**config.mk**
```make
export PLATFORM = sky130hd
export DESIGN_NAME = ph_sample_average_classify_core_flat
export DESIGN_NICKNAME = d
export VERILOG_FILES = /design/src/design/psac_pkg.sv /design/src/design/psac_if.sv /design/src/design/psac_regs.sv /design/src/design/ph_sample_average_classify_core.sv /design/src/flat_wrapper.sv
export VERILOG_INCLUDE_DIRS = /design/src /design/src/design
export SDC_FILE = /design/constraint.sdc
export NUM_CORES = 2
export LEC_CHECK = 0
export BUFFER_PORTS_ARGS = -buffer_cell sky130_fd_sc_hd__buf_2
export CAP_MARGIN = 10
export CORE_MARGIN = 5
export CORE_UTILIZATION = 30
export CTS_CLUSTER_SIZE = 14
export DETAILED_ROUTE_END_ITERATION = 8
export MAX_ROUTING_LAYER = met4
export SKIP_LAST_GASP = 1
export SLEW_MARGIN = 20
export SYNTH_ARGS = -nofsm -noshare
export SYNTH_HDL_FRONTEND = slang
export SYNTH_SLANG_ARGS = --single-unit
export TNS_END_PERCENT = 20
```
**constraint.sdc**
```tcl
create_clock -name clk -period 9 [get_ports clk]
set_clock_uncertainty 0.2 [all_clocks]
set_input_delay 1.8 -clock clk [delete_from_list [all_inputs] [get_ports clk]]
set_output_delay 1.8 -clock clk [all_outputs]
set_load 0.02 [all_outputs]
```
**src/design/ph_sample_average_classify_core_macros.svh**
```systemverilog
// ----------------------------------------------------------------------------
// ph_sample_average_classify_core_macros.svh
// Assertion macros used by the pH sample averager core.
// ----------------------------------------------------------------------------
`ifndef PH_SAMPLE_AVERAGE_CLASSIFY_CORE_MACROS_SVH
`define PH_SAMPLE_AVERAGE_CLASSIFY_CORE_MACROS_SVH

// Invariant checked at every rising clock edge outside reset (expects clk, rst in scope).
`define PSAC_ASSERT_ALWAYS(label, expr, msg) \
  label: assert property (@(posedge clk) disable iff (rst) (expr)) else $error(msg);

// Antecedent in this cycle implies consequent in the next cycle.
`define PSAC_ASSERT_NEXT(label, ante, cons, msg) \
  label: assert property (@(posedge clk) disable iff (rst) (ante) |=> (cons)) \
    else $error(msg);

`endif

```
**src/design/psac_pkg.sv**
```systemverilog
// ----------------------------------------------------------------------------
// psac_pkg
// Widths, constants, register codes and config type of the pH averager.
// ----------------------------------------------------------------------------
package psac_pkg;

  localparam int WINDOW   = 6;
  localparam int SAMPLE_W = 12;
  localparam int PH_W     = 14;
  localparam int CLASS_W  = 3;
  localparam int SLOPE_W  = 17;
  localparam int VOFF_W   = 12;
  localparam int DIFF_W   = VOFF_W + 1;

  localparam int SLOT_W = (WINDOW > 1) ? $clog2(WINDOW) : 1;
  localparam int FILL_W = $clog2(WINDOW + 1);
  localparam int SUM_W  = PH_W + $clog2(WINDOW);

  // shared multiplier operand/product widths
  localparam int MUL_A_W = 26;
  localparam int MUL_B_W = 19;
  localparam int MUL_P_W = MUL_A_W + MUL_B_W;

  // sample -> mV scaling
  localparam int MV_SCALE = 3300;
  localparam int MV_SHIFT = 12;
  // slope product -> 1/256 pH
  localparam int PH_SHIFT   = 8;
  localparam int SLOPE_P_W  = SLOPE_W + DIFF_W;
  localparam int SHIFTED_W  = SLOPE_P_W - PH_SHIFT;
  localparam int RAW_W      = SHIFTED_W + 1;

  localparam logic signed [PH_W-1:0] PH_MIN = PH_W'(-4096);
  localparam logic signed [PH_W-1:0] PH_MAX = PH_W'(8191);

  // floor(sum / WINDOW): bias sum to non-negative, multiply by reciprocal
  localparam int     PH_BIAS  = 4096;
  localparam int     RECIP_K  = 24;
  localparam longint RECIP_L  = ((longint'(1) <<< RECIP_K) + WINDOW - 1) / WINDOW;
  localparam logic [MUL_A_W-2:0] RECIP_M  = (MUL_A_W-1)'(RECIP_L);
  localparam logic [SUM_W-1:0]   SUM_BIAS = SUM_W'(WINDOW * PH_BIAS);
  localparam logic [PH_W-1:0]    Q_BIAS   = PH_W'(PH_BIAS);

  // configuration port
  localparam int ADDR_W    = 5;
  localparam int DATA_W    = 32;
  localparam int REG_IDX_W = 3;
  localparam logic [REG_IDX_W-1:0] REG_SLOPE_GAIN   = 3'd0;
  localparam logic [REG_IDX_W-1:0] REG_VOLT_OFFSET  = 3'd1;
  localparam logic [REG_IDX_W-1:0] REG_PH_INTERCEPT = 3'd2;
  localparam logic [REG_IDX_W-1:0] REG_STRONG_ACID  = 3'd3;
  localparam logic [REG_IDX_W-1:0] REG_ACID         = 3'd4;
  localparam logic [REG_IDX_W-1:0] REG_BASE         = 3'd5;
  localparam logic [REG_IDX_W-1:0] REG_STRONG_BASE  = 3'd6;

  // band codes
  localparam logic [CLASS_W-1:0] CLASS_STRONG_ACID = 3'd0;
  localparam logic [CLASS_W-1:0] CLASS_ACID        = 3'd1;
  localparam logic [CLASS_W-1:0] CLASS_NEUTRAL     = 3'd2;
  localparam logic [CLASS_W-1:0] CLASS_BASE        = 3'd3;
  localparam logic [CLASS_W-1:0] CLASS_STRONG_BASE = 3'd4;

  typedef struct packed {
    logic signed [SLOPE_W-1:0] slope_gain;
    logic        [VOFF_W-1:0]  voltage_offset_mv;
    logic signed [PH_W-1:0]    ph_intercept;
    logic signed [PH_W-1:0]    strong_acid_limit;
    logic signed [PH_W-1:0]    acid_limit;
    logic signed [PH_W-1:0]    base_limit;
    logic signed [PH_W-1:0]    strong_base_limit;
  } cfg_t;

  localparam cfg_t CFG_RESET = '{
    slope_gain:        SLOPE_W'(-229),
    voltage_offset_mv: VOFF_W'(1650),
    ph_intercept:      PH_W'(1792),
    strong_acid_limit: PH_W'(768),
    acid_limit:        PH_W'(1536),
    base_limit:        PH_W'(2048),
    strong_base_limit: PH_W'(2816)
  };

endpackage

```
**src/design/psac_if.sv**
```systemverilog
// ----------------------------------------------------------------------------
// psac_if
// Valid/ready stream interfaces for probe samples and classified results.
// ----------------------------------------------------------------------------
interface psac_sample_if;
  logic                          valid;
  logic                          ready;
  logic [psac_pkg::SAMPLE_W-1:0] sample;

  modport source (output valid, output sample, input ready);
  modport sink   (input valid, input sample, output ready);
endinterface

interface psac_result_if;
  logic                             valid;
  logic                             ready;
  logic signed [psac_pkg::PH_W-1:0] ph_value;
  logic [psac_pkg::CLASS_W-1:0]     ph_class;
  logic                             averaged;
  logic                             clipped;

  modport source (output valid, output ph_value, output ph_class, output averaged,
                  output clipped, input ready);
  modport sink   (input valid, input ph_value, input ph_class, input averaged,
                  input clipped, output ready);
endinterface

```
**src/design/psac_regs.sv**
```systemverilog
// ----------------------------------------------------------------------------
// psac_regs
// APB register file holding probe calibration and band limits.
// ----------------------------------------------------------------------------
module psac_regs (
  input  logic                          clk,
  input  logic                          rst,
  input  logic                          psel,
  input  logic                          penable,
  input  logic                          pwrite,
  input  logic [psac_pkg::ADDR_W-1:0]   paddr,
  input  logic [psac_pkg::DATA_W-1:0]   pwdata,
  output logic [psac_pkg::DATA_W-1:0]   prdata,
  output logic                          pready,
  output psac_pkg::cfg_t                cfg
);

  logic [psac_pkg::REG_IDX_W-1:0] reg_idx;
  logic                           wr_en;

  assign reg_idx = paddr[psac_pkg::ADDR_W-1:2];
  assign wr_en   = psel && penable && pwrite;
  assign pready  = 1'b1;

  always_ff @(posedge clk) begin
    if (rst) begin
      cfg <= psac_pkg::CFG_RESET;
    end else if (wr_en) begin
      case (reg_idx)
        psac_pkg::REG_SLOPE_GAIN:   cfg.slope_gain        <= pwdata[psac_pkg::SLOPE_W-1:0];
        psac_pkg::REG_VOLT_OFFSET:  cfg.voltage_offset_mv <= pwdata[psac_pkg::VOFF_W-1:0];
        psac_pkg::REG_PH_INTERCEPT: cfg.ph_intercept      <= pwdata[psac_pkg::PH_W-1:0];
        psac_pkg::REG_STRONG_ACID:  cfg.strong_acid_limit <= pwdata[psac_pkg::PH_W-1:0];
        psac_pkg::REG_ACID:         cfg.acid_limit        <= pwdata[psac_pkg::PH_W-1:0];
        psac_pkg::REG_BASE:         cfg.base_limit        <= pwdata[psac_pkg::PH_W-1:0];
        psac_pkg::REG_STRONG_BASE:  cfg.strong_base_limit <= pwdata[psac_pkg::PH_W-1:0];
        default: ;
      endcase
    end
  end

  // signed registers read back sign-extended
  always_comb begin
    case (reg_idx)
      psac_pkg::REG_SLOPE_GAIN:
        prdata = {{(psac_pkg::DATA_W-psac_pkg::SLOPE_W){cfg.slope_gain[psac_pkg::SLOPE_W-1]}},
                  cfg.slope_gain};
      psac_pkg::REG_VOLT_OFFSET:
        prdata = {{(psac_pkg::DATA_W-psac_pkg::VOFF_W){1'b0}}, cfg.voltage_offset_mv};
      psac_pkg::REG_PH_INTERCEPT:
        prdata = {{(psac_pkg::DATA_W-psac_pkg::PH_W){cfg.ph_intercept[psac_pkg::PH_W-1]}},
                  cfg.ph_intercept};
      psac_pkg::REG_STRONG_ACID:
        prdata = {{(psac_pkg::DATA_W-psac_pkg::PH_W){cfg.strong_acid_limit[psac_pkg::PH_W-1]}},
                  cfg.strong_acid_limit};
      psac_pkg::REG_ACID:
        prdata = {{(psac_pkg::DATA_W-psac_pkg::PH_W){cfg.acid_limit[psac_pkg::PH_W-1]}},
                  cfg.acid_limit};
      psac_pkg::REG_BASE:
        prdata = {{(psac_pkg::DATA_W-psac_pkg::PH_W){cfg.base_limit[psac_pkg::PH_W-1]}},
                  cfg.base_limit};
      psac_pkg::REG_STRONG_BASE:
        prdata = {{(psac_pkg::DATA_W-psac_pkg::PH_W){cfg.strong_base_limit[psac_pkg::PH_W-1]}},
                  cfg.strong_base_limit};
      default:
        prdata = '0;
    endcase
  end

endmodule

```
**src/design/ph_sample_average_classify_core.sv**
```systemverilog
// ----------------------------------------------------------------------------
// ph_sample_average_classify_core
// pH probe sample converter, six-sample moving average and band classifier.
// ----------------------------------------------------------------------------
// Each sample beat is converted to mV ((sample*3300)>>12), then to pH in 1/256
// units as ph_intercept + floor(slope_gain*(mV - voltage_offset_mv)/256), saturated
// to [-4096, 8191] (clipped flags it). The value enters a six-entry history ring
// with a running sum. During warm-up (fewer than six samples since reset) the
// result is the current value with averaged = 0; after that it is
// floor(sum/6) with averaged = 1. The band is decided on the exact value
// (the sum against limit*6, not the rounded average). One result beat per
// sample beat. The mV scale, slope product and reciprocal divide run through a
// single shared multiplier stepped by a sequencer that also waits in S_CLS
// while the output register is full, so the sample side stays not-ready from the
// accepting edge until the result is loaded into the output register. The
// output register decouples the two sides: the next sample is accepted while a
// result still waits to be taken. Registers sit on an APB port, byte address
// 4*index, pready always high; write them only while the block is idle.
// ----------------------------------------------------------------------------
module ph_sample_average_classify_core (
  input  logic                         clk,
  input  logic                         rst,
  input  logic                         psel,
  input  logic                         penable,
  input  logic                         pwrite,
  input  logic [psac_pkg::ADDR_W-1:0]  paddr,
  input  logic [psac_pkg::DATA_W-1:0]  pwdata,
  output logic [psac_pkg::DATA_W-1:0]  prdata,
  output logic                         pready,
  psac_sample_if.sink                  samples,
  psac_result_if.source                results
);

  // sequencer codes
  localparam logic [2:0] S_IDLE = 3'd0;  // waiting for a sample beat
  localparam logic [2:0] S_MV   = 3'd1;  // mult: sample * 3300
  localparam logic [2:0] S_PH   = 3'd2;  // mult: slope * (mV - offset)
  localparam logic [2:0] S_SAT  = 3'd3;  // add offset, saturate, ring update
  localparam logic [2:0] S_DIV  = 3'd4;  // mult: biased sum * reciprocal
  localparam logic [2:0] S_QUO  = 3'd5;  // quotient and remainder flag
  localparam logic [2:0] S_CLS  = 3'd6;  // band compare, load output

  psac_pkg::cfg_t cfg;

  psac_regs u_regs (
    .clk     (clk),
    .rst     (rst),
    .psel    (psel),
    .penable (penable),
    .pwrite  (pwrite),
    .paddr   (paddr),
    .pwdata  (pwdata),
    .prdata  (prdata),
    .pready  (pready),
    .cfg     (cfg)
  );

  logic [2:0] state;
  logic [2:0] state_next;

  logic [psac_pkg::SAMPLE_W-1:0] sample_q;
  logic signed [psac_pkg::MUL_P_W-1:0] prod;
  logic signed [psac_pkg::PH_W-1:0] raw_q;
  logic clip_q;
  logic avg_q;
  logic signed [psac_pkg::PH_W-1:0] quo;
  logic rem_nz;

  // history ring and its bookkeeping
  logic signed [psac_pkg::PH_W-1:0]  ring [psac_pkg::WINDOW];
  logic [psac_pkg::SLOT_W-1:0]       write_slot;
  logic signed [psac_pkg::SUM_W-1:0] run_sum;
  logic [psac_pkg::FILL_W-1:0]       fill_count;
  logic [psac_pkg::FILL_W-1:0]       fill_count_next;

  // output register
  logic                             res_valid;
  logic signed [psac_pkg::PH_W-1:0] res_value;
  logic [psac_pkg::CLASS_W-1:0]     res_class;
  logic                             res_avg;
  logic                             res_clip;
  logic                             out_free;

  logic accept;

  // ---- shared multiplier ----
  logic signed [psac_pkg::MUL_A_W-1:0] mul_a;
  logic signed [psac_pkg::MUL_B_W-1:0] mul_b;
  logic signed [psac_pkg::MUL_P_W-1:0] mul_p;

  logic [psac_pkg::SAMPLE_W-1:0]        mv;
  logic signed [psac_pkg::DIFF_W-1:0]   diff;
  logic [psac_pkg::SUM_W-1:0]           sum_biased;

  logic signed [psac_pkg::SHIFTED_W-1:0] shifted;
  logic signed [psac_pkg::RAW_W-1:0]     raw_full;
  logic signed [psac_pkg::PH_W-1:0]      raw_sat;
  logic                                  raw_clip;
  logic signed [psac_pkg::SUM_W-1:0]     sum_next;

  logic [psac_pkg::PH_W-1:0]  q_biased;
  logic [psac_pkg::SUM_W-1:0] q_times_w;
  logic [psac_pkg::CLASS_W-1:0] cls;

  assign accept   = samples.valid && samples.ready;
  assign out_free = !res_valid || results.ready;
  assign samples.ready = (state == S_IDLE);

  // mV lives in the product register after S_MV
  assign mv   = prod[psac_pkg::MV_SHIFT +: psac_pkg::SAMPLE_W];
  assign diff = $signed({1'b0, mv}) - $signed({1'b0, cfg.voltage_offset_mv});
  assign sum_biased = $unsigned(run_sum) + psac_pkg::SUM_BIAS;

  always_comb begin
    case (state)
      S_MV: begin
        mul_a = psac_pkg::MUL_A_W'(psac_pkg::MV_SCALE);
        mul_b = $signed({{(psac_pkg::MUL_B_W-psac_pkg::SAMPLE_W){1'b0}}, sample_q});
      end
      S_PH: begin
        mul_a = $signed({{(psac_pkg::MUL_A_W-psac_pkg::SLOPE_W){cfg.slope_gain[psac_pkg::SLOPE_W-1]}},
                         cfg.slope_gain});
        mul_b = $signed({{(psac_pkg::MUL_B_W-psac_pkg::DIFF_W){diff[psac_pkg::DIFF_W-1]}}, diff});
      end
      S_DIV: begin
        mul_a = $signed({1'b0, psac_pkg::RECIP_M});
        mul_b = $signed({{(psac_pkg::MUL_B_W-psac_pkg::SUM_W){1'b0}}, sum_biased});
      end
      default: begin
        mul_a = '0;
        mul_b = '0;
      end
    endcase
  end

  assign mul_p = psac_pkg::MUL_P_W'(mul_a) * psac_pkg::MUL_P_W'(mul_b);

  always_ff @(posedge clk) begin
    prod <= mul_p;
  end

  // ---- offset add and saturation (product >>> 8 is a floor) ----
  assign shifted  = prod[psac_pkg::SLOPE_P_W-1:psac_pkg::PH_SHIFT];
  assign raw_full = $signed({{(psac_pkg::RAW_W-psac_pkg::PH_W){cfg.ph_intercept[psac_pkg::PH_W-1]}},
                             cfg.ph_intercept})
                  + $signed({shifted[psac_pkg::SHIFTED_W-1], shifted});

  always_comb begin
    raw_clip = 1'b0;
    raw_sat  = raw_full[psac_pkg::PH_W-1:0];
    if (raw_full < psac_pkg::RAW_W'(psac_pkg::PH_MIN)) begin
      raw_sat  = psac_pkg::PH_MIN;
      raw_clip = 1'b1;
    end else if (raw_full > psac_pkg::RAW_W'(psac_pkg::PH_MAX)) begin
      raw_sat  = psac_pkg::PH_MAX;
      raw_clip = 1'b1;
    end
  end

  assign sum_next = run_sum - psac_pkg::SUM_W'(ring[write_slot])
                  + psac_pkg::SUM_W'(raw_sat);
  assign fill_count_next = (fill_count == psac_pkg::FILL_W'(psac_pkg::WINDOW))
                         ? fill_count : fill_count + 1'b1;

  // ---- quotient of biased sum, remainder check ----
  assign q_biased  = prod[psac_pkg::RECIP_K +: psac_pkg::PH_W];
  assign q_times_w = psac_pkg::SUM_W'(q_biased) * psac_pkg::SUM_W'(psac_pkg::WINDOW);

  // ---- band compare on (quotient, remainder != 0) ----
  // x >= L*W  <=>  q >= L;  x > L*W  <=>  q > L, or q == L with a remainder
  function automatic logic lim_ge(input logic signed [psac_pkg::PH_W-1:0] q,
                                  input logic signed [psac_pkg::PH_W-1:0] lim);
    return q >= lim;
  endfunction

  function automatic logic lim_gt(input logic signed [psac_pkg::PH_W-1:0] q,
                                  input logic nz,
                                  input logic signed [psac_pkg::PH_W-1:0] lim);
    return (q > lim) || ((q == lim) && nz);
  endfunction

  always_comb begin
    if (lim_ge(quo, cfg.strong_base_limit)) begin
      cls = psac_pkg::CLASS_STRONG_BASE;
    end else if (lim_gt(quo, rem_nz, cfg.base_limit)) begin
      cls = psac_pkg::CLASS_BASE;
    end else if (lim_gt(quo, rem_nz, cfg.strong_acid_limit) &&
                 !lim_ge(quo, cfg.acid_limit)) begin
      cls = psac_pkg::CLASS_ACID;
    end else if (!lim_gt(quo, rem_nz, cfg.strong_acid_limit)) begin
      cls = psac_pkg::CLASS_STRONG_ACID;
    end else begin
      cls = psac_pkg::CLASS_NEUTRAL;
    end
  end

  // ---- sequencer ----
  always_comb begin
    case (state)
      S_IDLE:  state_next = accept ? S_MV : S_IDLE;
      S_MV:    state_next = S_PH;
      S_PH:    state_next = S_SAT;
      S_SAT:   state_next = S_DIV;
      S_DIV:   state_next = S_QUO;
      S_QUO:   state_next = S_CLS;
      S_CLS:   state_next = out_free ? S_IDLE : S_CLS;
      default: state_next = S_IDLE;
    endcase
  end

  always_ff @(posedge clk) begin
    if (rst) begin
      state <= S_IDLE;
    end else begin
      state <= state_next;
    end
  end

  // working registers (payload, no reset)
  always_ff @(posedge clk) begin
    if (accept) begin
      sample_q <= samples.sample;
    end
    if (state == S_SAT) begin
      raw_q  <= raw_sat;
      clip_q <= raw_clip;
      avg_q  <= (fill_count_next == psac_pkg::FILL_W'(psac_pkg::WINDOW));
    end
    if (state == S_QUO) begin
      if (avg_q) begin
        quo    <= q_biased - psac_pkg::Q_BIAS;
        rem_nz <= (q_times_w != sum_biased);
      end else begin
        quo    <= raw_q;
        rem_nz <= 1'b0;
      end
    end
  end

  // history ring: cleared at reset, one slot written per sample
  always_ff @(posedge clk) begin
    if (rst) begin
      for (int i = 0; i < psac_pkg::WINDOW; i++) begin
        ring[i] <= '0;
      end
      write_slot <= '0;
      run_sum    <= '0;
      fill_count <= '0;
    end else if (state == S_SAT) begin
      ring[write_slot] <= raw_sat;
      run_sum          <= sum_next;
      fill_count       <= fill_count_next;
      write_slot       <= (write_slot == psac_pkg::SLOT_W'(psac_pkg::WINDOW - 1))
                        ? '0 : write_slot + 1'b1;
    end
  end

  // output register
  always_ff @(posedge clk) begin
    if (rst) begin
      res_valid <= 1'b0;
    end else if (state == S_CLS && out_free) begin
      res_valid <= 1'b1;
    end else if (results.ready) begin
      res_valid <= 1'b0;
    end
  end

  always_ff @(posedge clk) begin
    if (state == S_CLS && out_free) begin
      res_value <= quo;
      res_class <= cls;
      res_avg   <= avg_q;
      res_clip  <= clip_q;
    end
  end

  assign results.valid    = res_valid;
  assign results.ph_value = res_value;
  assign results.ph_class = res_class;
  assign results.averaged = res_avg;
  assign results.clipped  = res_clip;

  // ---- checks ----
`include "ph_sample_average_classify_core_macros.svh"

  `PSAC_ASSERT_ALWAYS(a_fill_range, fill_count <= psac_pkg::FILL_W'(psac_pkg::WINDOW), "fill count past window")
  `PSAC_ASSERT_ALWAYS(a_slot_range, write_slot <= psac_pkg::SLOT_W'(psac_pkg::WINDOW - 1), "write slot past window")
  `PSAC_ASSERT_ALWAYS(a_avg_full, !(results.valid && results.averaged) || (fill_count == psac_pkg::FILL_W'(psac_pkg::WINDOW)), "averaged result before ring full")
  `PSAC_ASSERT_NEXT(a_cls_hold, (state == S_CLS) && res_valid && !results.ready, state == S_CLS, "result dropped while output busy")
  `PSAC_ASSERT_NEXT(a_accept_start, accept, state == S_MV, "accepted sample did not start sequence")

endmodule
```
**src/flat_wrapper.sv**
```systemverilog
// flat-port wrapper written by rule: the top's interface ports become plain ports
module ph_sample_average_classify_core_flat 
  (clk, rst, psel, penable, pwrite, paddr, pwdata, prdata, pready, samples_valid, samples_sample, samples_ready, results_valid, results_ph_value, results_ph_class, results_averaged, results_clipped, results_ready);
  psac_sample_if samples_i ();
  psac_result_if results_i ();
  input  logic clk;
  input  logic rst;
  input  logic psel;
  input  logic penable;
  input  logic pwrite;
  input  logic [psac_pkg::ADDR_W-1:0] paddr;
  input  logic [psac_pkg::DATA_W-1:0] pwdata;
  output logic [psac_pkg::DATA_W-1:0] prdata;
  output logic pready;
  input wire logic [$bits(samples_i.valid)-1:0] samples_valid;
  input wire logic [$bits(samples_i.sample)-1:0] samples_sample;
  output wire logic [$bits(samples_i.ready)-1:0] samples_ready;
  output wire logic [$bits(results_i.valid)-1:0] results_valid;
  output wire logic [$bits(results_i.ph_value)-1:0] results_ph_value;
  output wire logic [$bits(results_i.ph_class)-1:0] results_ph_class;
  output wire logic [$bits(results_i.averaged)-1:0] results_averaged;
  output wire logic [$bits(results_i.clipped)-1:0] results_clipped;
  input wire logic [$bits(results_i.ready)-1:0] results_ready;
  assign samples_i.valid = samples_valid;
  assign samples_i.sample = samples_sample;
  assign samples_ready = samples_i.ready;
  assign results_valid = results_i.valid;
  assign results_ph_value = results_i.ph_value;
  assign results_ph_class = results_i.ph_class;
  assign results_averaged = results_i.averaged;
  assign results_clipped = results_i.clipped;
  assign results_i.ready = results_ready;
  ph_sample_average_classify_core u_core (.clk(clk), .rst(rst), .psel(psel), .penable(penable), .pwrite(pwrite), .paddr(paddr), .pwdata(pwdata), .prdata(prdata), .pready(pready), .samples(samples_i), .results(results_i));
endmodule
```
# [After elaboration in Yosys (flattened, before gate mapping)]
# Memory sizes are Yosys's and may differ from the RTL's. A register that Yosys moved wholly into a read port is not among the register bits.
# Index checks and enable logic that the tools add are counted.
[classes] addsub=8 n_reduce_logical=23 order_cmp=6 eq_ne=18 mul=2 mux=27
[op_table] op="$pmux 32 s7" n=1
[op_table] op="$pmux 26 s3" n=1
[op_table] op="$pmux 19 s3" n=1
[op_table] op="$mux 14" n=4
[op_table] op="$mul 26x19->38" n=1
[op_table] op="$eq 14x14->1" n=2
[op_table] op="$ge 14x14->1" n=2
[op_table] op="$gt 14x14->1" n=2
[op_table] op="$eq 3x3->1 const B" n=9
[op_table] op="$mux 3" n=8
[op_table] op="$add 14x22->23" n=1
[op_table] op="$gt 23x14->1 const B" n=1
[op_table] op="$lt 23x13->1 const B" n=1
[op_table] op="$pmux 3 s7" n=1
[op_table] op="$add 17x14->17" n=1
[op_table] op="$add 17x15->17 const B" n=1
[op_table] op="$ne 17x17->1" n=1
[op_table] op="$sub 17x14->17" n=1
[op_table] op="$mul 14x2->16 const B" n=1
[op_table] op="$reduce_and 2->1" n=7
[op_table] op="$reduce_or 14->1" n=1
[op_table] op="$sub 14x13->14 const B" n=1
[op_table] op="$sub 12x12->13" n=1
[op_table] op="$eq 3x2->1 const B" n=4
[op_table] op="other kinds (9)" n=30
[totals] ff_bits=226 ram_bits=84 elab_cells=108 mem_count=1 inputBits=56 output_inout_bits=54
[mem_list] memory="u_core.ring" words=6 width=14 rd=1 rd_ports_with_merged_regs=1 write_ports=6 line_no="ph_sample_average_classify_core.sv:70" rtl="logic signed [psac_pkg::PH_W-1:0] ring [psac_pkg::WINDOW];"

# [Depth between registers and ports, before layout]
[logic_depth] word_depth=6 ltp_mapped=38 ltp_nobuf=37

# [Cells and area by module]
# A second synthesis with hierarchy kept.
[unflattened] cells_unflattened=3305 area_unflattened_um2=32683.8
[modules_own_cells] module="ph_sample_average_classify_core" instances=1 area_each_um2=27746.6 seq_area_each_um2=6426.2 cells_per_inst=2796
[modules_own_cells] module="psac_regs" instances=1 area_each_um2=4937.2 seq_area_each_um2=1981.9 cells_per_inst=509

# [Least setup slack after synthesis]
# OpenSTA, ideal clock, no wires.
[synth_path] path_kind="flip-flop to flip-flop" from="reg, netlist name u_core.u_regs.cfg[71]" to="reg u_core.prod[32] in the netlist's numbering" synth_period_minus_slack_ps=8599 setup_ps=123 t_arrival_ps=8276 path_slack_ps=401 path_stages_with_launch=36 required_time_ps=8677 n_path_buf=1 path_cell_list="dfxtp_1 -> inv_1 -> ha_1 -> nor2b_1 -> o21ai_0 -> a21boi_1 -> o21ai_0 -> a21boi_1 -> o2111a_1 -> or4_1 -> nand3_1 -> o21a_1 -> clkbuf_1 -> nor2_1 -> fa_1 -> inv_1 -> fa_1 -> fa_1 -> inv_1 -> fa_1 -> fa_1 -> fa_1 -> inv_1 -> fa_1 -> inv_1 -> ha_1 -> a21oi_1 -> o21bai_1 -> a21o_1 -> nand2_1 -> nand2_1 -> a41o_1 -> o41a_1 -> a311oi_2 -> o21ai_1 -> xor2_1"
[synth_via] elab_chain_cells=3
[synth_lines] element="$sub 12x12->13" line_no="ph_sample_average_classify_core.sv:111" rtl="assign diff = $signed({1'b0, mv}) - $signed({1'b0, cfg.voltage_offset_mv});"
[synth_lines] element="$pmux 19 s3" line_no="ph_sample_average_classify_core.sv:115" rtl="case (state)"
[synth_lines] element="$mul 26x19->38" line_no="ph_sample_average_classify_core.sv:136" rtl="assign mul_p = psac_pkg::MUL_P_W'(mul_a) * psac_pkg::MUL_P_W'(mul_b);"
[synth_lines] element="via u_core.mul_p, one bit" line_no="ph_sample_average_classify_core.sv:89" rtl="logic signed [psac_pkg::MUL_P_W-1:0] mul_p;"
[synth_lines] element="to (signal assigned)" line_no="ph_sample_average_classify_core.sv:139" rtl="prod <= mul_p;"
[synth_lines] element="to (decl)" line_no="ph_sample_average_classify_core.sv:62" rtl="logic signed [psac_pkg::MUL_P_W-1:0] prod;"
# The timed path passes the listed nets, and every way through them passes these cells.
# A chain may end at the register's enable or synchronous reset.

# [Final worst setup path]
[layout_path] from="reg, netlist name u_core.u_regs.cfg[71]" to="reg u_core.prod[31] in the netlist's numbering"
[layout_via] elab_chain_cells=3
[layout_lines] element="$sub 12x12->13" line_no="ph_sample_average_classify_core.sv:111"
[layout_lines] element="$pmux 19 s3" line_no="ph_sample_average_classify_core.sv:115"
[layout_lines] element="$mul 26x19->38" line_no="ph_sample_average_classify_core.sv:136"
[layout_lines] element="via u_core.mul_p, one bit" line_no="ph_sample_average_classify_core.sv:89"
# The timed path passes the listed nets, and every way through them passes these cells.

==> flow_summary.yaml <==
synth:
  synthTopCellsByArea: "fa_1 26%, edfxtp_1 16%, dfxtp_1 10%, ha_1 9.2%, inv_1 6.6%"
  syn_inst: 3371
  synth_top_area_frac: 0.255
  syn-num-nets: 4066
  synth_top_area_cell: "fa_1"
  synthesis.area_um2: 31800
  yosys_warnings: 0
  async_reset_ff_frac: 0
  syn_avg_cell_area_um2: 9.44
  synth.distinct_cells: 86
  synth-main-ff-cell: "edfxtp_1"
  synth.yosys.seq_area_share: 0.264
  synth_edf_count: 174
  synth_seq_cells: 333
sta:
  fmax_mhz: 115
  maxSlewHeadroom: 0.261
  fin_crit_ps: 8700
  fin_crit_sh: 0.967
  worst_pin_slew_ps: 1100
  rsz0062_at_grt: "yes"
  setup_ws_ps: 298
  maxSlewViolCount: 0
  hold_viol_final: 0
  setup_violations: 0
layout:
  seq_area_um2: 8410
  syn_to_final_growth_pct: 14.3
  final_util: 0.346
  finalNetCount: 4262
  final_cells: 4986
  multiInputGateArea_um2: 20900
  final_common_cell: "inv_1"
  layout_common_cells: "558 x inv_1, 441 x nand2_1, 403 x fa_1"
  fillers: 10772
  drive_above_1_share: 0.134
  antennaDiodeCount: 0
setup_path:
  start_kind: "register"
  worst-path-max-fanout: 4
  crit_required_ps: 9280
  setup.worst_path.end_class: "register"
  cp.arrival_ps: 8980
  slowest_delay_ps: 550
  path_class: "register to register"
  crit_slowest_cell: "fa_1"
  critPathMostFrequentCell: "fa_1"
cts:
  clock_path_buffers: 3
  cts_root_buffer: "clkbuf_16"
  clock_latency_ps: 580
  cts-htree-levels: 2
  numCtsBuffers: 37
  clk_pin_slew_ps: 60
  ctsHoldBuffers: 0
  cts_tree: "yes"
  cts.sinks: 333
global_route:
  grt-ovfl-total: 0
  antenna_found_initial: 1
  grt_pass1_wl_um: 148000
  grt_max_degree: 83
  grt_util_all_layers: 0.174
  grt_pass1_vias: 24356
routing:
  top_layer_used: "met4"
  ant_nets: 0
  wl_met2_um: 44800
  drt_iter0_markers: 1910
  post_drt_via_cell_ratio: 4.94
  drt-total-wl_um: 96500
  m1WireLength_um: 42000
  num_vias: 24614
  wl_met3_um: 7290
  drc: 0
  avgRoutedWirePerCell_um: 19.4
  first_pass_iters: 6
placed_design:
  portBuffers: 91
  placedCellCount: 4908
  post-place-ws_ps: -138
  gp_routability_congestion: 0.956
  dp_hpwl_um: 78000
floorplanning:
  design.core.area_um2: 105000
  die_area_um2: 113000
  die_h_um: 336
  die_w_um: 336
  row_count: 119
  initial_core_util: 0.302
  io_pins: 110
hold_path:
  worstHoldPathType: "register to register"
pwr:
  leakagePower_nw: 16.6
  powerDensity_nw_per_um2: 184
  max-vdd-ir-drop_mv: 0.119
status:
  outcome: "completed"
run:
  maxCapViolCount: 0
==> flip-flops by register name (all words and copies together), names as in the netlist, named ones only <==
register	count
u_core.prod	30
u_core.results.ph_value	14
u_core.write_slot	3
u_core.results.averaged	1
u_core.fill_count	3
u_core.results.clipped	1
u_core.ring	112
u_core.u_regs.cfg	99
u_core.raw_q	14
u_core.rem_nz	1
u_core.clip_q	1
u_core.avg_q	1
u_core.sample_q	12
u_core.run_sum	17
u_core.state	3
u_core.results.ph_class	3
u_core.results.valid	1
u_core.quo	14
==> synthesized netlist by cell type (all sizes together) (28+ instances only) <==
master,n
inv,561
xor2,28
nor2b,29
xnor2,73
mux4,31
nand2b,35
clkbuf,110
buf,28
nand2,443
dfxtp,159
nor3,35
mux2,29
a21o,46
ha,233
edfxtp,174
nand3,47
a21oi,187
fa,406
nor2,334
o21ai,72
==> metrics by stage <==
stage          setup TNS [ps]  total power, mW  hold WS (ps)  area, µm²
2_1_floorplan               0             4.03           200      31800
3_3_place_gp             -499             5.04           205      34900
3_5_place_dp             -702             5.07           209      34900
4_1_cts                 -6.89             6.65           221      36200
5_1_grt                  -229             7.16           241      36400
6_report                    0             6.68           217      36400
==> worst paths after layout <==
check	to	slack, ps	startpoint	cells after the start
setup reg to reg	u_core.prod[31]	300	u_core.u_regs.cfg[71]	35
hold reg to reg	u_core.results.clipped	220	u_core.clip_q	0
hold / removal	u_core.results.clipped	220	u_core.clip_q	0
setup / recovery	u_core.prod[31]	300	u_core.u_regs.cfg[71]	35
==> routing by layer <==
metal,vias to the layer above,global-route usage
met5,-,-
met4,0,0.0424
met3,142,0.0288
met2,810,0.274
met1,12358,0.237
li1,11304,-
==> logic make-up (layout without fill, tap and decap cells) <==
logic type | after synthesis | in the layout | share of synthesized area
AOI/OAI and AO/OA | 466 | 466 | 0.0930
xor gates and xnor gates | 101 | 101 | 0.0278
adders and majority gates | 639 | 639 | 0.347
DFF | 333 | 333 | 0.264
and+or+nand+nor | 1056 | 1056 | 0.146
muxes | 75 | 75 | 0.0369
buffers and inverters | 700 | 924 | 0.0848
other | 1 | 1 | 0.000118
==> power by group <==
| group | total [mW] | leakage, nW | internal [mW] | switching (mW) |
|---|---|---|---|---|
| Combinational | 3.30 | 13.0 | 1.39 | 1.91 |
| Clock | 1.55 | 0.585 | 0.875 | 0.675 |
| Sequential | 1.83 | 2.98 | 1.71 | 0.119 |
==> cell type report <==
type / instances / share of cell area
multi-input cells: 2338 / 0.575
flip-flops and latches: 333 / 0.231
inverters: 562 / 0.0580
repair buffers: 295 / 0.0553
well taps: 1391 / 0.0478
clock buffers: 48 / 0.0283
clock inverters: 19 / 0.00485
==> critical path: cells and delay by family (launching register included) <==
kind,cells,cell delay (ps)
xor gates and xnor gates,1,120
and+or+nand+nor,5,940
AOI/OAI and AO/OA,14,2610
DFF,1,340
buffers and inverters,6,450
adders and majority gates,9,3920
==> repair_timing <==
| action | in CTS | in global routing |
|---|---|---|
| pin swaps | 1 | 21 |
| gates resized for setup | 6 | 42 |
| gates cloned | 0 | 0 |
| setup endpoints to repair | 10 | 12 |
| setup buffers | 2 | 9 |
(Power assumes the default switching activity.)
